### src/hw/rtl/bslp_pkg.sv
// ----------------------------------------------------------------------------
// bslp_pkg
// Shared types, constants and helpers of the button short/long press detector.
// ----------------------------------------------------------------------------
package bslp_pkg;

    localparam int NUM_BUTTONS = 7;
    localparam int COUNT_WIDTH = 16;
    // Button index wide enough to also hold the "no button" code.
    localparam int BTN_W       = $clog2(NUM_BUTTONS + 1);
    localparam int CFG_DATA_W  = 16;
    localparam int CFG_IDX_W   = 3;

    localparam logic [BTN_W-1:0] NO_BUTTON = BTN_W'(NUM_BUTTONS);
    localparam logic [COUNT_WIDTH-1:0] COUNT_MAX = '1;

    // Register indexes of the configuration port.
    typedef enum logic [CFG_IDX_W-1:0] {
        REG_LONG_PRESS_TICKS  = 3'd0,
        REG_MIN_PRESS_TICKS   = 3'd1,
        REG_SHORT_ENABLE_MASK = 3'd2,
        REG_LONG_ENABLE_MASK  = 3'd3,
        REG_CONTINUE_MASK     = 3'd4
    } cfg_index_t;

    localparam logic [15:0]            RST_LONG_PRESS_TICKS  = 16'd100;
    localparam logic [15:0]            RST_MIN_PRESS_TICKS   = 16'd2;
    localparam logic [NUM_BUTTONS-1:0] RST_SHORT_ENABLE_MASK = NUM_BUTTONS'(63);
    localparam logic [NUM_BUTTONS-1:0] RST_LONG_ENABLE_MASK  = NUM_BUTTONS'(127);
    localparam logic [NUM_BUTTONS-1:0] RST_CONTINUE_MASK     = NUM_BUTTONS'(63);

    typedef struct packed {
        logic [15:0]            long_press_ticks;
        logic [15:0]            min_press_ticks;
        logic [NUM_BUTTONS-1:0] short_enable_mask;
        logic [NUM_BUTTONS-1:0] long_enable_mask;
        logic [NUM_BUTTONS-1:0] continue_mask;
    } cfg_t;

    typedef enum logic [4:0] {
        PH_INIT    = 5'b00001,
        PH_IDLE    = 5'b00010,
        PH_PRESS   = 5'b00100,
        PH_RELEASE = 5'b01000,
        PH_LONG    = 5'b10000
    } phase_t;

    typedef struct packed {
        logic             fire;
        logic [BTN_W-1:0] button_index;
        logic             is_long;
    } result_t;

    // Mask lookup; the "no button" code and anything above reads as disabled.
    function automatic logic mask_bit(logic [NUM_BUTTONS-1:0] mask, logic [BTN_W-1:0] idx);
        logic [(1 << BTN_W)-1:0] wide;
        wide = (1 << BTN_W)'(mask);
        return wide[idx];
    endfunction

endpackage

### src/hw/rtl/bslp_if.sv
// ----------------------------------------------------------------------------
// bslp_if
// Valid/ready channels of the press detector: button word in, event word out.
// ----------------------------------------------------------------------------
interface bslp_in_if;
    logic                            valid;
    logic                            ready;
    logic [bslp_pkg::NUM_BUTTONS-1:0] button_levels;

    modport source (output valid, output button_levels, input ready);
    modport sink   (input valid, input button_levels, output ready);
endinterface

interface bslp_out_if;
    logic                       valid;
    logic                       ready;
    logic                       fire;
    logic [bslp_pkg::BTN_W-1:0] button_index;
    logic                       is_long;

    modport source (output valid, output fire, output button_index, output is_long, input ready);
    modport sink   (input valid, input fire, input button_index, input is_long, output ready);
endinterface

### src/hw/rtl/button_short_long_press_detector.sv
// ----------------------------------------------------------------------------
// button_short_long_press_detector
// Turns sampled active-low button levels into short and long press events.
// ----------------------------------------------------------------------------
// Usage: every word on the input channel is one sampling tick carrying the raw
// levels of all buttons. Each input word yields exactly one output word:
// fire, button_index and is_long, with fire low on ticks without an event.
// A tick is registered on acceptance, processed by the phase machine once the
// result register is free or emptying, and its result is held in the result
// register. With a ready receiver the block takes one word every cycle; the
// input register and the result register let a new word be accepted while a
// finished result still waits to be taken. If the receiver stalls, the result
// register holds its word, the input register fills, and input ready drops
// until the receiver takes the result. Reset puts the machine into its init
// phase, clears the press count, marks no button held and loads the default
// thresholds and masks. The user writes registers via cfg_write/cfg_index/
// cfg_data only while no tick is in flight; the block does not enforce it.
// ----------------------------------------------------------------------------
module button_short_long_press_detector (
    input  logic                             clk,
    input  logic                             rst_n,
    bslp_in_if.sink                          in_ch,
    bslp_out_if.source                       out_ch,
    input  logic                             cfg_write,
    input  logic [bslp_pkg::CFG_IDX_W-1:0]   cfg_index,
    input  logic [bslp_pkg::CFG_DATA_W-1:0]  cfg_data
);
    import bslp_pkg::*;

    cfg_t                   cfg;
    result_t                result;
    logic                   s1_valid_reg, s1_valid_next;
    logic [NUM_BUTTONS-1:0] s1_levels_reg;
    logic                   out_valid_reg, out_valid_next;
    result_t                out_reg;
    logic                   advance;
    logic                   in_take;

    bslp_cfg_regs u_cfg (
        .clk       (clk),
        .rst_n     (rst_n),
        .cfg_write (cfg_write),
        .cfg_index (cfg_index),
        .cfg_data  (cfg_data),
        .cfg       (cfg)
    );

    bslp_core u_core (
        .clk    (clk),
        .rst_n  (rst_n),
        .step   (advance),
        .levels (s1_levels_reg),
        .cfg    (cfg),
        .result (result)
    );

    // The registered tick moves on when the result register is free or emptying.
    assign advance      = s1_valid_reg && (!out_valid_reg || out_ch.ready);
    assign in_ch.ready  = !s1_valid_reg || advance;
    assign in_take      = in_ch.valid && in_ch.ready;

    assign s1_valid_next  = in_take || (s1_valid_reg && !advance);
    assign out_valid_next = advance || (out_valid_reg && !out_ch.ready);

    always_ff @(posedge clk or negedge rst_n)
    begin
        if (!rst_n)
        begin
            s1_valid_reg  <= 1'b0;
            out_valid_reg <= 1'b0;
        end
        else
        begin
            s1_valid_reg  <= s1_valid_next;
            out_valid_reg <= out_valid_next;
        end
    end

    always_ff @(posedge clk)
    begin
        if (in_take)
            s1_levels_reg <= in_ch.button_levels;
        if (advance)
            out_reg <= result;
    end

    assign out_ch.valid        = out_valid_reg;
    assign out_ch.fire         = out_reg.fire;
    assign out_ch.button_index = out_reg.button_index;
    assign out_ch.is_long      = out_reg.is_long;

endmodule

### src/hw/rtl/bslp_cfg_regs.sv
// ----------------------------------------------------------------------------
// bslp_cfg_regs
// Configuration register file; writes beyond the register list are dropped.
// ----------------------------------------------------------------------------
module bslp_cfg_regs (
    input  logic                             clk,
    input  logic                             rst_n,
    input  logic                             cfg_write,
    input  logic [bslp_pkg::CFG_IDX_W-1:0]   cfg_index,
    input  logic [bslp_pkg::CFG_DATA_W-1:0]  cfg_data,
    output bslp_pkg::cfg_t                   cfg
);
    import bslp_pkg::*;

    cfg_t cfg_reg;
    cfg_t cfg_next;

    always_comb
    begin
        cfg_next = cfg_reg;
        if (cfg_write)
        begin
            unique case (cfg_index_t'(cfg_index))
                REG_LONG_PRESS_TICKS:  cfg_next.long_press_ticks  = cfg_data;
                REG_MIN_PRESS_TICKS:   cfg_next.min_press_ticks   = cfg_data;
                REG_SHORT_ENABLE_MASK: cfg_next.short_enable_mask = cfg_data[NUM_BUTTONS-1:0];
                REG_LONG_ENABLE_MASK:  cfg_next.long_enable_mask  = cfg_data[NUM_BUTTONS-1:0];
                REG_CONTINUE_MASK:     cfg_next.continue_mask     = cfg_data[NUM_BUTTONS-1:0];
                default:               cfg_next = cfg_reg;
            endcase
        end
    end

    always_ff @(posedge clk or negedge rst_n)
    begin
        if (!rst_n)
        begin
            cfg_reg.long_press_ticks  <= RST_LONG_PRESS_TICKS;
            cfg_reg.min_press_ticks   <= RST_MIN_PRESS_TICKS;
            cfg_reg.short_enable_mask <= RST_SHORT_ENABLE_MASK;
            cfg_reg.long_enable_mask  <= RST_LONG_ENABLE_MASK;
            cfg_reg.continue_mask     <= RST_CONTINUE_MASK;
        end
        else
        begin
            cfg_reg <= cfg_next;
        end
    end

    assign cfg = cfg_reg;

endmodule

### src/hw/rtl/bslp_core.sv
// ----------------------------------------------------------------------------
// bslp_core
// Priority scan and press phase machine; advances one tick when step is high.
// ----------------------------------------------------------------------------
module bslp_core (
    input  logic                               clk,
    input  logic                               rst_n,
    input  logic                               step,
    input  logic [bslp_pkg::NUM_BUTTONS-1:0]   levels,
    input  bslp_pkg::cfg_t                     cfg,
    output bslp_pkg::result_t                  result
);
    import bslp_pkg::*;

    phase_t                 phase_reg,  phase_next;
    logic [BTN_W-1:0]       held_reg,   held_next;
    logic [COUNT_WIDTH-1:0] count_reg,  count_next;
    logic [BTN_W-1:0]       pressed;
    logic [COUNT_WIDTH-1:0] count_inc;

    // Lowest pressed button wins; lines are active low.
    always_comb
    begin
        pressed = NO_BUTTON;
        for (int i = NUM_BUTTONS - 1; i >= 0; i--)
        begin
            if (!levels[i])
                pressed = BTN_W'(i);
        end
    end

    assign count_inc = (count_reg == COUNT_MAX) ? count_reg : count_reg + 1'b1;

    always_comb
    begin
        phase_next = phase_reg;
        held_next  = held_reg;
        count_next = count_reg;
        result     = '0;
        unique case (phase_reg)
            PH_IDLE:
            begin
                held_next = pressed;
                if (pressed != NO_BUTTON)
                    phase_next = PH_PRESS;
            end
            PH_PRESS:
            begin
                count_next = count_inc;
                // Release takes priority over reaching the long threshold.
                if (pressed == NO_BUTTON)
                    phase_next = PH_RELEASE;
                else if (count_inc >= cfg.long_press_ticks)
                    phase_next = PH_LONG;
            end
            PH_LONG:
            begin
                if (mask_bit(cfg.long_enable_mask, held_reg))
                begin
                    result.fire         = 1'b1;
                    result.button_index = held_reg;
                    result.is_long      = 1'b1;
                end
                if (pressed == NO_BUTTON || !mask_bit(cfg.continue_mask, held_reg))
                begin
                    phase_next = PH_IDLE;
                    count_next = '0;
                end
            end
            PH_RELEASE:
            begin
                if (count_reg > cfg.min_press_ticks && mask_bit(cfg.short_enable_mask, held_reg))
                begin
                    result.fire         = 1'b1;
                    result.button_index = held_reg;
                end
                phase_next = PH_IDLE;
                count_next = '0;
            end
            default:
            begin
                phase_next = PH_IDLE;
            end
        endcase
    end

    always_ff @(posedge clk or negedge rst_n)
    begin
        if (!rst_n)
        begin
            phase_reg <= PH_INIT;
            held_reg  <= NO_BUTTON;
            count_reg <= '0;
        end
        else if (step)
        begin
            phase_reg <= phase_next;
            held_reg  <= held_next;
            count_reg <= count_next;
        end
    end

endmodule
### src/flat_wrapper.sv
// flat-port wrapper written by rule: the top's interface ports become plain ports
module button_short_long_press_detector_flat import bslp_pkg::*;
  (clk, rst_n, cfg_write, cfg_index, cfg_data, in_ch_valid, in_ch_button_levels, in_ch_ready, out_ch_valid, out_ch_fire, out_ch_button_index, out_ch_is_long, out_ch_ready);
  bslp_in_if in_ch_i ();
  bslp_out_if out_ch_i ();
  input  logic clk;
  input  logic rst_n;
  input  logic cfg_write;
  input  logic [bslp_pkg::CFG_IDX_W-1:0] cfg_index;
  input  logic [bslp_pkg::CFG_DATA_W-1:0] cfg_data;
  input wire logic [$bits(in_ch_i.valid)-1:0] in_ch_valid;
  input wire logic [$bits(in_ch_i.button_levels)-1:0] in_ch_button_levels;
  output wire logic [$bits(in_ch_i.ready)-1:0] in_ch_ready;
  output wire logic [$bits(out_ch_i.valid)-1:0] out_ch_valid;
  output wire logic [$bits(out_ch_i.fire)-1:0] out_ch_fire;
  output wire logic [$bits(out_ch_i.button_index)-1:0] out_ch_button_index;
  output wire logic [$bits(out_ch_i.is_long)-1:0] out_ch_is_long;
  input wire logic [$bits(out_ch_i.ready)-1:0] out_ch_ready;
  assign in_ch_i.valid = in_ch_valid;
  assign in_ch_i.button_levels = in_ch_button_levels;
  assign in_ch_ready = in_ch_i.ready;
  assign out_ch_valid = out_ch_i.valid;
  assign out_ch_fire = out_ch_i.fire;
  assign out_ch_button_index = out_ch_i.button_index;
  assign out_ch_is_long = out_ch_i.is_long;
  assign out_ch_i.ready = out_ch_ready;
  button_short_long_press_detector u_core (.clk(clk), .rst_n(rst_n), .in_ch(in_ch_i), .out_ch(out_ch_i), .cfg_write(cfg_write), .cfg_index(cfg_index), .cfg_data(cfg_data));
endmodule
### config.mk
export PLATFORM = sky130hd
export DESIGN_NAME = button_short_long_press_detector_flat
export DESIGN_NICKNAME = d
export VERILOG_FILES = /design/src/hw/rtl/bslp_pkg.sv /design/src/hw/rtl/bslp_if.sv /design/src/hw/rtl/button_short_long_press_detector.sv /design/src/hw/rtl/bslp_cfg_regs.sv /design/src/hw/rtl/bslp_core.sv /design/src/flat_wrapper.sv
export SDC_FILE = /design/constraint.sdc
export NUM_CORES = 1
export LEC_CHECK = 0
export ABC_AREA = 1
export BUFFER_PORTS_ARGS = -buffer_cell sky130_fd_sc_hd__buf_2
export CORE_ASPECT_RATIO = 1.75
export CORE_MARGIN = 2
export CORE_UTILIZATION = 55
export CTS_CLUSTER_DIAMETER = 60
export CTS_CLUSTER_SIZE = 20
export DETAILED_ROUTE_END_ITERATION = 6
export HOLD_SLACK_MARGIN = 0.06
export PLACE_DENSITY = 0.75
export SETUP_SLACK_MARGIN = 0.3
export SLEW_MARGIN = 0
export SYNTH_ARGS = -nofsm -noshare
export SYNTH_HDL_FRONTEND = slang
export SYNTH_HIERARCHICAL = 1
export SYNTH_SLANG_ARGS = --single-unit
### constraint.sdc
create_clock -name clk -period 2.4 [get_ports clk]
set_input_delay 0.12 -clock clk [delete_from_list [all_inputs] [get_ports clk]]
set_output_delay 0.12 -clock clk [all_outputs]
set_load 0.01 [all_outputs]
Yosys cells after proc, flatten, opt, wreduce, memory -nomap -nowiden
Index checks and enable logic that the tools add are counted.
Widths: inputs -> output; s select.
{"block": "word_totals", "reg_bits": 91, "latch_bits": 0, "ramBits": 0, "rom_bits": 0, "input_bits": 31, "out_inout_bits": 7, "word_cells": 81, "n_memories": 0}
{"block": "op_classes", "addsub": 1, "multipliers": 0, "n_div": 0, "order_cmp": 3, "n_eq_ne": 14, "shifts": 0, "muxes": 24, "n_bitwise": 0, "n_reduce_logical": 25}
{"operator": "$pmux 16 s3", "n": 1}
{"operator": "$mux 16", "n": 2}
{"operator": "$mux 5", "n": 5}
{"operator": "$add 16x1->16 const B", "n": 1}
{"operator": "$eq 16x16->1 const B", "n": 1}
{"operator": "$ge 16x16->1", "n": 1}
{"operator": "$gt 16x16->1", "n": 1}
{"operator": "$mux 3", "n": 5}
{"operator": "$pmux 5 s3", "n": 1}
{"operator": "$reduce_and 2->1", "n": 6}
{"operator": "$bmux 1 s3", "n": 3}
{"operator": "$pmux 4 s2", "n": 1}
{"operator": "$eq 3x2->1 const B", "n": 2}
{"operator": "$eq 3x3->1 const B", "n": 2}
{"operator": "$ne 3x3->1 const B", "n": 2}
{"operator": "$eq 5x2->1 const B", "n": 1}
{"operator": "$eq 5x3->1 const B", "n": 1}
{"operator": "$eq 5x4->1 const B", "n": 1}
{"operator": "$eq 5x5->1 const B", "n": 1}
{"operator": "$logic_and 1x1->1", "n": 5}
{"operator": "$logic_not 1->1", "n": 5}
{"operator": "$logic_or 1x1->1", "n": 5}
{"operator": "$lt 3x4->1 const B", "n": 1}
{"operator": "$mux 1", "n": 4}
{"operator": "other kinds (8)", "n": 9}

Logic depth before layout (Yosys ltp)
{"block": "depth", "ltp_word": 11, "mapped_depth": 20, "ltp_nobuf": 20}

By module
Netlist, hierarchy kept.
{"mod": "bslp_core", "instances": 1, "cells_per_inst": 395, "area_per_inst_um2": 2606.2}
{"mod": "bslp_cfg_regs", "instances": 1, "cells_per_inst": 240, "area_per_inst_um2": 2147.1}
{"mod": "button_short_long_press_detector", "instances": 1, "cells_per_inst": 24, "area_per_inst_um2": 455.4}

Least setup slack after synthesis
No wires, ideal clock.
{"block": "synth_path", "path_type": "reg-to-reg", "start": "register u_core.u_core.count_reg[1]", "end": "register u_core.u_core.phase_reg[4]", "setup_ps": 65, "arrival_time_ps": 2317, "setup_slack_ps": 17, "stages_incl_launch_ff": 17, "synth_period_minus_slack_ps": 2383, "cell_sequence": "dfrtp_1 -> ha_1 -> nand2_1 -> nor2_2 -> nand4_1 -> buf_2 -> o21ai_0 -> ha_1 -> a21oi_1 -> nor2_1 -> nor3b_1 -> nand2_1 -> nand2_1 -> nand2_1 -> nand2_1 -> nand2_1 -> nand2_1"}
{"block": "synth_between", "elab_chain_cells": 5, "elab_cells_between_ends": 6, "classes_between": "1 x add/sub; 1 x order compare; 2 x eq/ne; 1 x mux; 1 x reduce/logical"}
{"item": "start, declared", "line_no": "bslp_core.sv:17", "text": "logic [COUNT_WIDTH-1:0] count_reg, count_next;"}
{"item": "start signal, assigned", "line_no": "bslp_core.sv:99", "text": "count_reg <= count_next;"}
{"item": "$add 16x1->16 or $eq 16x16->1 (tied branches)", "line_no": "bslp_core.sv:32", "text": "assign count_inc = (count_reg == COUNT_MAX) ? count_reg : count_reg + 1'b1;"}
{"item": "$mux 16 *", "line_no": "bslp_core.sv:32"}
{"item": "$ge 16x16->1 *", "line_no": "bslp_core.sv:53", "text": "else if (count_inc >= cfg.long_press_ticks)"}
{"item": "$ne 3x3->1 (no source line) *"}
{"item": "$reduce_and 4->1 (no source line) *"}
{"item": "end signal, assigned", "line_no": "bslp_core.sv:97", "text": "phase_reg <= phase_next;"}
{"item": "end, declared", "line_no": "bslp_core.sv:15", "text": "phase_t phase_reg, phase_next;"}
Mark *: on every way between the ends. The rest lies on a longest branch, timed or not.
A chain may end at the register's enable or synchronous reset.

Worst setup path after layout
{"block": "layout_path", "start": "register u_core.u_core.count_reg[6]", "end": "register u_core.u_core.phase_reg[3]"}
Same word-level chain as after synthesis.

==> reports/metrics.yaml <==
status: "complete, but fails checks"
violations: "setup timing"
finalHoldViolCount: 0
synth_fp_nets: 723
cts_buffer_depth: 2
root_buffer: "clkbuf_16"
ioPinCount: 38
area_growth_pct: 31.0
ys_seq_area_share_pct: 45.5
grt_first_pass_wirelength_mm: 22.9
fmax_ghz: 0.398
grt_max_degree: 80
hold_path.class: "primary input to register"
hp-start: "cfg_data[4]"
htreeDepth: 3
totalWireLength_mm: 14.7
yosysWarnings: 6
r2r-end: "u_core/u_core/phase_reg[3]"
viasPerCell: 5.57
power_leakage_nw: 3.41
rsz0062_at_grt: "yes"
dr.pass1.iters: 5
critPathMostFrequentCell: "nand2_4"
dp_hpwl_mm: 9.89
yosys-top-cells-area: "dfrtp_1, nand2_1, dfstp_2, ha_1, edfxtp_1"
ir_drop_uv: 738
dr_total_vias: 4989
numCtsBuffers: 9
ys_types: 34
slowest_stage: "dfrtp_1"
setup_tns_ps: -481
cts_tree: "built"
skew_ps: 10.5
num_rows: 47
ys_async_sr_fraction_pct: 86.8
r2r_cells: 19
path_cells: "nand2_1, inv_2, nand2_4, nor2_4, buf_6, buf_4, nand2_2, nand3_2, o21a_1, ha_4, nand2_4, nor2_1, nor2_1, nand3_1, nor2_2, nand2_4, nand2_4, nand2_2, nand2_1"
drt_iter0_drc: 224
grt_usage_pct: 28.5
synthTopCellsByCount: "nand2_1, inv_1, nand3_1, dfrtp_1, nor2_1"
r2r_slack_ps: -110
place_area_um2: 5740
post-synth-top-area-fraction_pct: 25.0
worst_pin_slew_ps: 1010
whs_ps: 74.7
ant_nets: 0
drc: 0
ys_seq_elements: 91
finalCritPeriodShare_pct: 105
fp.dieH_um: 133
clkTransAtPathRegs_ps: 60
syn_area_per_cell_um2: 7.90
yosysMostFrequentCell: "nand2_1"
antenna_cells: 0
max_stage_delay_ps: 400
cpLargestDelayFamily: "simple AND/OR/NAND/NOR gates"
syn_inst: 659
synth-edff-count: 12
cp_max_fo: 5
setup_viol: 5
grt-ovfl-total: 0
layout_setup_ws_ps: -112
routedWlPerCell_um: 16.4
drv_cap: 0
synth-main-ff-cell: "dfrtp_1"
timing.slew.headroom_pct: 32.7
cp-startpoint: "u_core/u_core/count_reg[6]"
slew_violations: 0
fin_crit_ps: 2510
initial_core_util_pct: 55.7
hold_path_depth: 3
placed_cells: 837
cts.sinks: 91
largest_reg_flops: 53
stdcell_count: 896
r2r_start: "u_core/u_core/count_reg[6]"
layout.nets: 833
grt_pass1_vias: 5022
critPathCaptureType: "register"
die_x_um: 77.6
worstPathRequired_ps: 2680
netlist_area_um2: 5210
antenna_found_initial: 0
drive_above_1_share_pct: 28.2
cp-start-kind: "register"
die_area_um2: 10300
gp_congestion: 0.935
worst-path-buf-inv: 3
powerDensity_nw_per_um2: 1040
yosysTopAreaCell: "dfrtp_1"
port_buffers: 37
timing_worst_setup_path_type: "register to register"
critPathArrivalTime_ps: 2790
hold_end: "u_core/u_cfg/cfg[4]"
clock_latency_ps: 350
coreArea_um2: 9350
stdcell_area_um2: 6830
[final cells by class]
type,instances,area (um2)
well taps,122,153
clock inverters,4,72.6
fillers,637,2520
inverters,91,345
clock buffers,12,258
repair buffers,114,872
multi-input cells,462,2750
flip-flops and latches,91,2370
[metal layers]
metal  routed length [um]  track usage (%)  up-vias
met2                 8060             52.2      184
li1                     -                -     2341
met4                  924             18.9        0
met3                  635             4.64       75
met5                    0                0        -
met1                 5040             29.0     2389
[worst max-delay path by stage]
stage / depth (start not counted) / endpoint / slack (ps)
floorplan: 15 / u_core/u_core/phase_reg[4] / 190
global placement: 17 / u_core/u_core/phase_reg[4] / -40
detailed placement: 16 / u_core/u_core/phase_reg[4] / -120
CTS: 17 / u_core/u_core/phase_reg[3] / -120
global route: 18 / u_core/u_core/phase_reg[2] / -220
finish: 19 / u_core/u_core/phase_reg[3] / -110
[cell usage in the layout, fill, tap and decap left out, drive strengths merged, types with 9 or more instances in the layout]
cell	instances
nor2	43
dlygate4sd3	26
dfstp	27
buf	88
nand3	69
nand2	227
inv	90
edfxtp	12
a21oi	22
o21ai	32
clkbuf	12
ha	33
dfrtp	52
nand4	9
[worst reg2reg max path, cell delays in order (launching register included)]
cell,delay (ps)
dfrtp_1,400
nand2_1,80
inv_2,80
nand2_4,60
nor2_4,190
buf_6,120
buf_4,100
nand2_2,60
nand3_2,70
o21a_1,210
ha_4,240
nand2_4,80
nor2_1,60
nor2_1,130
nand3_1,110
nor2_2,160
nand2_4,90
nand2_4,100
nand2_2,50
nand2_1,70
[kinds of logic after synthesis]
| logic type | after synthesis | synth area share, % |
|---|---|---|
| AOI/OAI and AO/OA | 63 | 6.87 |
| xor gates and xnor gates | 6 | 1.01 |
| adders and majority gates | 33 | 7.93 |
| buffers and inverters | 106 | 8.26 |
| DFF | 91 | 45.5 |
| and+or+nand+nor | 360 | 30.4 |
[repair_timing]
action | in CTS | in global routing
pin swaps | 18 | 32
cloned | 0 | 1
gates resized for setup | 20 | 59
setup buffers | 4 | 12
hold buffers | 26 | 0
endpoints found under the hold margin | 93 | 0
setup endpoints to repair | 9 | 6
[per-stage QoR]
stage | setup WS (ps) | power, mW | utilization, %
floorplan | 186 | 3.88 | -
global placement | -41.8 | 4.61 | 61.4
detailed placement | -124 | 4.75 | 61.4
CTS | -120 | 6.50 | 69.2
global route | -221 | 7.49 | 73.0
finish | -112 | 7.09 | 73.0
[power breakdown]
group / switching [mW] / internal (mW) / total [mW]
sequential: 0.282 / 1.99 / 2.27
combinational: 1.90 / 1.35 / 3.25
clock: 0.590 / 0.975 / 1.56
total: 2.78 / 4.31 / 7.09
Power figures use the tool's default switching activity.
